$ cat src/rtl/bmg_pkg.sv
`default_nettype none
package bmg_pkg;

    typedef struct packed {
        logic signed [31:0] mean_value;
        logic [30:0]        std_dev;
        logic [15:0]        uniform_a;
        logic [15:0]        uniform_b;
    } req_t;

    typedef struct packed {
        logic signed [31:0] sample;
        logic               from_cache;
        logic               saturated;
    } res_t;

    // controller -> datapath
    typedef struct packed {
        logic       load;
        logic       log_step;
        logic       wmul;
        logic       sqrt_step;
        logic       xmul;
        logic       x2mul;
        logic       h_mul;
        logic       h_rec;
        logic       h_fix;
        logic       smul;
        logic       vmul;
        logic       scale;
        logic       finish;
        logic [2:0] term;
    } cmd_t;

    // datapath -> controller
    typedef struct packed {
        logic cache_valid;
    } status_t;

    localparam int LOG_ROUNDS  = 24;
    localparam int SQRT_ROUNDS = 23;

    localparam logic [30:0] Q30_ONE        = 31'd1073741824;
    localparam logic [32:0] TWO_LN2_Q32    = 33'd5954088944;
    localparam logic [29:0] QUARTER_PI_Q30 = 30'd843314857;
    localparam logic [45:0] SQRT_TOP_BIT   = 46'd17592186044416; // 2^44

    // Horner term divisors: sine chain first, then cosine chain
    function automatic logic [6:0] term_div(input logic [2:0] k);
        logic [6:0] d;
        case (k)
            3'd0:    d = 7'd72;
            3'd1:    d = 7'd42;
            3'd2:    d = 7'd20;
            3'd3:    d = 7'd6;
            3'd4:    d = 7'd56;
            3'd5:    d = 7'd30;
            3'd6:    d = 7'd12;
            default: d = 7'd2;
        endcase
        return d;
    endfunction

    // floor(2^32 / divisor)
    function automatic logic [31:0] term_recip(input logic [2:0] k);
        logic [31:0] r;
        case (k)
            3'd0:    r = 32'd59652323;
            3'd1:    r = 32'd102261126;
            3'd2:    r = 32'd214748364;
            3'd3:    r = 32'd715827882;
            3'd4:    r = 32'd76695844;
            3'd5:    r = 32'd143165576;
            3'd6:    r = 32'd357913941;
            default: r = 32'd2147483648;
        endcase
        return r;
    endfunction

endpackage
`default_nettype wire

$ cat src/rtl/bmg_ctrl.sv
`default_nettype none
module bmg_ctrl (
    input  wire logic              clk,
    input  wire logic              rst_n,
    input  wire logic              in_valid,
    output logic                   in_ready,
    output logic                   out_valid,
    input  wire logic              out_ready,
    input  wire bmg_pkg::status_t  status,
    output bmg_pkg::cmd_t          cmd
);

    localparam logic [3:0] S_IDLE  = 4'd0;
    localparam logic [3:0] S_LOG   = 4'd1;
    localparam logic [3:0] S_WMUL  = 4'd2;
    localparam logic [3:0] S_SQRT  = 4'd3;
    localparam logic [3:0] S_XMUL  = 4'd4;
    localparam logic [3:0] S_X2    = 4'd5;
    localparam logic [3:0] S_HMUL  = 4'd6;
    localparam logic [3:0] S_HREC  = 4'd7;
    localparam logic [3:0] S_HFIX  = 4'd8;
    localparam logic [3:0] S_SMUL  = 4'd9;
    localparam logic [3:0] S_VMUL  = 4'd10;
    localparam logic [3:0] S_SCALE = 4'd11;
    localparam logic [3:0] S_DONE  = 4'd12;

    localparam logic [4:0] LOG_LAST  = 5'(bmg_pkg::LOG_ROUNDS - 1);
    localparam logic [4:0] SQRT_LAST = 5'(bmg_pkg::SQRT_ROUNDS - 1);

    logic [3:0] state_reg, state_next;
    logic [4:0] cnt_reg, cnt_next;
    logic [2:0] term_reg, term_next;
    logic       out_valid_reg, out_valid_next;

    always_ff @(posedge clk or negedge rst_n)
    begin
        if (!rst_n)
        begin
            state_reg     <= S_IDLE;
            cnt_reg       <= '0;
            term_reg      <= '0;
            out_valid_reg <= 1'b0;
        end
        else
        begin
            state_reg     <= state_next;
            cnt_reg       <= cnt_next;
            term_reg      <= term_next;
            out_valid_reg <= out_valid_next;
        end
    end

    always_comb
    begin
        state_next = state_reg;
        cnt_next   = cnt_reg;
        term_next  = term_reg;
        cmd        = '0;
        cmd.term   = term_reg;
        in_ready   = (state_reg == S_IDLE);
        unique case (state_reg)
            S_IDLE:
            begin
                if (in_valid)
                begin
                    cmd.load   = 1'b1;
                    cnt_next   = '0;
                    state_next = status.cache_valid ? S_SCALE : S_LOG;
                end
            end
            S_LOG:
            begin
                cmd.log_step = 1'b1;
                cnt_next     = cnt_reg + 5'd1;
                if (cnt_reg == LOG_LAST)
                    state_next = S_WMUL;
            end
            S_WMUL:
            begin
                cmd.wmul   = 1'b1;
                cnt_next   = '0;
                state_next = S_SQRT;
            end
            S_SQRT:
            begin
                cmd.sqrt_step = 1'b1;
                cnt_next      = cnt_reg + 5'd1;
                if (cnt_reg == SQRT_LAST)
                    state_next = S_XMUL;
            end
            S_XMUL:
            begin
                cmd.xmul   = 1'b1;
                state_next = S_X2;
            end
            S_X2:
            begin
                cmd.x2mul  = 1'b1;
                term_next  = 3'd0;
                state_next = S_HMUL;
            end
            S_HMUL:
            begin
                cmd.h_mul  = 1'b1;
                state_next = S_HREC;
            end
            S_HREC:
            begin
                cmd.h_rec  = 1'b1;
                state_next = S_HFIX;
            end
            S_HFIX:
            begin
                cmd.h_fix = 1'b1;
                if (term_reg == 3'd3)
                    state_next = S_SMUL;
                else if (term_reg == 3'd7)
                    state_next = S_VMUL;
                else
                begin
                    term_next  = term_reg + 3'd1;
                    state_next = S_HMUL;
                end
            end
            S_SMUL:
            begin
                cmd.smul   = 1'b1;
                term_next  = 3'd4;
                state_next = S_HMUL;
            end
            S_VMUL:
            begin
                cmd.vmul   = 1'b1;
                state_next = S_SCALE;
            end
            S_SCALE:
            begin
                cmd.scale  = 1'b1;
                state_next = S_DONE;
            end
            S_DONE:
            begin
                if (!out_valid_reg || out_ready)
                begin
                    cmd.finish = 1'b1;
                    state_next = S_IDLE;
                end
            end
            default:
            begin
                state_next = S_IDLE;
            end
        endcase
    end

    always_comb
    begin
        if (cmd.finish)
            out_valid_next = 1'b1;
        else if (out_ready)
            out_valid_next = 1'b0;
        else
            out_valid_next = out_valid_reg;
    end

    assign out_valid = out_valid_reg;

endmodule
`default_nettype wire

$ cat config.mk
export PLATFORM = sky130hd
export DESIGN_NAME = bmg_ctrl
export DESIGN_NICKNAME = d
export VERILOG_FILES = /design/src/rtl/bmg_pkg.sv /design/src/rtl/bmg_ctrl.sv
export SDC_FILE = /design/constraint.sdc
export NUM_CORES = 1
export LEC_CHECK = 0
export ABC_AREA = 1
export ABC_CLOCK_PERIOD_IN_PS = 1580
export BUFFER_PORTS_ARGS = -buffer_cell sky130_fd_sc_hd__buf_4
export CAP_MARGIN = 20
export CELL_PAD_IN_SITES_DETAIL_PLACEMENT = 0
export CELL_PAD_IN_SITES_GLOBAL_PLACEMENT = 2
export CORE_MARGIN = 2
export CORE_UTILIZATION = 28
export CTS_CLUSTER_DIAMETER = 120
export DETAILED_ROUTE_END_ITERATION = 12
export PLACE_DENSITY = 0.77
export SLEW_MARGIN = 20
export SYNTH_ARGS = -nofsm -noshare
export SYNTH_HDL_FRONTEND = slang
export SYNTH_SLANG_ARGS = --single-unit
$ cat constraint.sdc
create_clock -name clk -period 1.58 [get_ports clk]
set_input_delay 0.237 -clock clk [delete_from_list [all_inputs] [get_ports clk]]
set_output_delay 0.237 -clock clk [all_outputs]
set_load 0.005 [all_outputs]
==> flow_metrics.env <==
export IMPL_synth_top_family_by_area="simple AND/OR/NAND/NOR gates"
export IMPL_tightest_slew_ns=0.2346
export IMPL_antenna_found_initial=0
export IMPL_tritoncts="yes"
export IMPL_synth_async_reset_ratio_pct=100.0
export IMPL_synth_seq_cells=13
export IMPL_slew_viol_final=0
export IMPL_yosysUniqueCellTypes=23
export IMPL_ys_warn_count=0
export IMPL_grt_max_degree=14
export IMPL_ys_top_cells_by_count="41 x nand2_1, 20 x inv_1, 19 x nor2_1, 13 x dfrtp_1, 11 x nand3_1"
export IMPL_yosys_cell_count_top_type="nand2_1"
export IMPL_grt_pass1_vias=967
export IMPL_fin_skew_ns=0.001398
export IMPL_io_buffers=22
export IMPL_die_width_um=63.45
export IMPL_numCtsBuffers=3
export IMPL_fin_setup_tns_ns=0
export IMPL_fmax_mhz=668.4
export IMPL_cts_max_path_buffers=2
export IMPL_synth_simple_area_share_pct=38.81
export IMPL_relSlewSlack_pct=84.30
export IMPL_die_area_um2=4026
export IMPL_synthesis_area_um2=989.7
export IMPL_nets=184
export IMPL_drt_iter0_markers=66
export IMPL_finalSetupViolations=0
export IMPL_dp_slack_ns=0.1838
export IMPL_synthToLayoutAreaGrowth_pct=28.07
export IMPL_seq_area_frac_synth_pct=32.87
export IMPL_drv_cap=0
export IMPL_synth_fa_ha_area_share_pct=7.585
export IMPL_ys_flop_type="dfrtp_1"
export IMPL_synth_edf_count=0
export IMPL_syn_nets=158
export IMPL_drc_errors=0
export IMPL_drtPass1Iterations=4
export IMPL_ioPinCount=23
export IMPL_largest_register_ffs=5
export IMPL_rows=21
export IMPL_antenna_left=0
export IMPL_path_clk_slew_ns=0.08
export IMPL_status="complete, no violations"
export IMPL_synth_compound_area_share_pct=7.332
export IMPL_final_hold_viol_count=0
export IMPL_utilization_pct=37.69
export IMPL_ir_drop_mv=0.3458
export IMPL_path_max_fanout=6
export IMPL_drive_above_1_share_pct=30.23
export IMPL_p_per_area_nw_per_um2=442.6
export IMPL_finalCritPeriodShare_pct=94.69
export IMPL_core_um2=3363
export IMPL_p_leak_nw=0.6981
export IMPL_cts_root_buffer="clkbuf_4"
export IMPL_htreeDepth=1
export IMPL_start_kind="flip-flop"
export IMPL_place_hpwl_um=2053
export IMPL_fin_crit_ns=1.496
export IMPL_synthMuxAreaShare_pct=0
export IMPL_grt_pass1_wl_um=4388
export IMPL_overflow=0
export IMPL_crit_type="flip-flop to output pin"
export IMPL_synth_top_area_share_pct=32.87
export IMPL_min_path_type="input pin to flip-flop"
export IMPL_syn_inst=147
export IMPL_synth_area_per_cell_um2=6.733
export IMPL_place_gp_congestion=0.8133
export IMPL_worstSkewPairLatency_ns=0.27
export IMPL_diodes=0
export IMPL_yosysTopAreaCell="dfrtp_1"
export IMPL_worstPathArrival_ns=1.26
export IMPL_via_per_inst=4.468
export IMPL_die_height_um=63.45
export IMPL_cp_data_required_time_ns=1.34
export IMPL_initial_core_util_pct=29.43
export IMPL_wire_per_inst_um=11.50
export IMPL_synth_xor_area_share_pct=2.655
export IMPL_wl_um=2508
export IMPL_hold_ws_ns=0.1538
export IMPL_synthTopCellsByArea="dfrtp_1 33%, nand2_1 16%, ha_1 7.6%"
export IMPL_setup_slack_ns=0.08386
export IMPL_rsz0062_at_grt="yes"
export IMPL_cp_end_kind="output pin"
export IMPL_track_usage_pct=13.77
export IMPL_vias=974
export IMPL_cts_sinks=13
path summary, 6_finish.rpt:
kind / slack [ns] / end / from / cells after the start
min in group asynchronous: 0.34 / cnt_reg[4]$_DFFE_PN0P_ / rst_n / 2
hold / removal: 0.15 / out_valid$_DFFE_PN0P_ / out_ready / 2
setup reg to reg: 0.16 / state_reg[1]$_DFFE_PN0P_ / term_reg[0]$_DFFE_PN0P_ / 7
hold reg to reg: 0.54 / term_reg[1]$_DFFE_PN0P_ / term_reg[1]$_DFFE_PN0P_ / 2
max in group asynchronous: 1.06 / state_reg[3]$_DFFE_PN0P_ / rst_n / 2
setup / recovery: 0.08 / cmd[8] / state_reg[3]$_DFFE_PN0P_ / 4
worst max-delay path, stage by stage (launching register included):
cell	delay, ns
dfrtp_2	0.45
inv_2	0.12
nand2_2	0.12
nor2_1	0.16
buf_4	0.14
routing by layer:
layer	share of wire, %	global-route usage, %	vias up
li1	-	-	506
met1	46	18.21	443
met2	48	22.89	23
met3	4.5	1.786	2
met4	0.76	4.891	0
met5	0	0	-
cell usage in the layout, fill, tap and decap left out, types with 2 or more instances in the layout:
cell and count:
dfrtp_2 4, nand3_1 11, inv_2 5, o21ai_0 9
inv_1 19, nor2_1 16, dfrtp_1 9, xor2_1 2
ha_1 6, clkbuf_4 3, nand2_1 39, nor2_4 4
nor2_2 5, nand2_2 6, nand4_1 2, buf_4 23
logic make-up (layout without fill, tap and decap cells):
kind of cell / Yosys count / in the layout
flip-flops: 13 / 13
XOR/XNOR: 3 / 3
buffers and inverters: 27 / 52
AND/OR/NAND/NOR: 85 / 85
adder cells (fa/ha/maj): 6 / 6
AO/OA/AOI/OAI: 13 / 13
power breakdown:
part           internal, mW         switching (mW)  total [mW]  leakage, nW
registers             0.332  0.0000000000000000681       0.332        0.129
clock network        0.0977                  0.113       0.211       0.0150
logic               0.00818                0.00935      0.0175        0.554
final cells by class:
type | count | area [um^2]
Timing Repair Buffer | 24 | 182.7
Sequential cell | 13 | 330.3
Clock buffer | 4 | 26.28
Inverter | 24 | 90.09
Fill cell | 393 | 2096
Multi-Input combinational cell | 107 | 580.6
Tap cell | 46 | 57.56
metrics by stage:
step	total power, mW	instance area, um^2	instances
floorplan	0.3399	989.7	147
global placement	0.3550	1196	212
detailed placement	0.3552	1196	212
CTS	0.5728	1241	217
global route	0.5881	1267	218
finish	0.5609	1267	218
what timing repair did:
action | in CTS | in global routing
endpoints found under the setup margin | 2 | 10
resized for setup | 4 | 8
endpoints found under the hold margin | 13 | 0
hold buffers | 1 | 0
setup buffers | 0 | 1
pin swaps | 0 | 2
(Power assumes the default switching activity.)
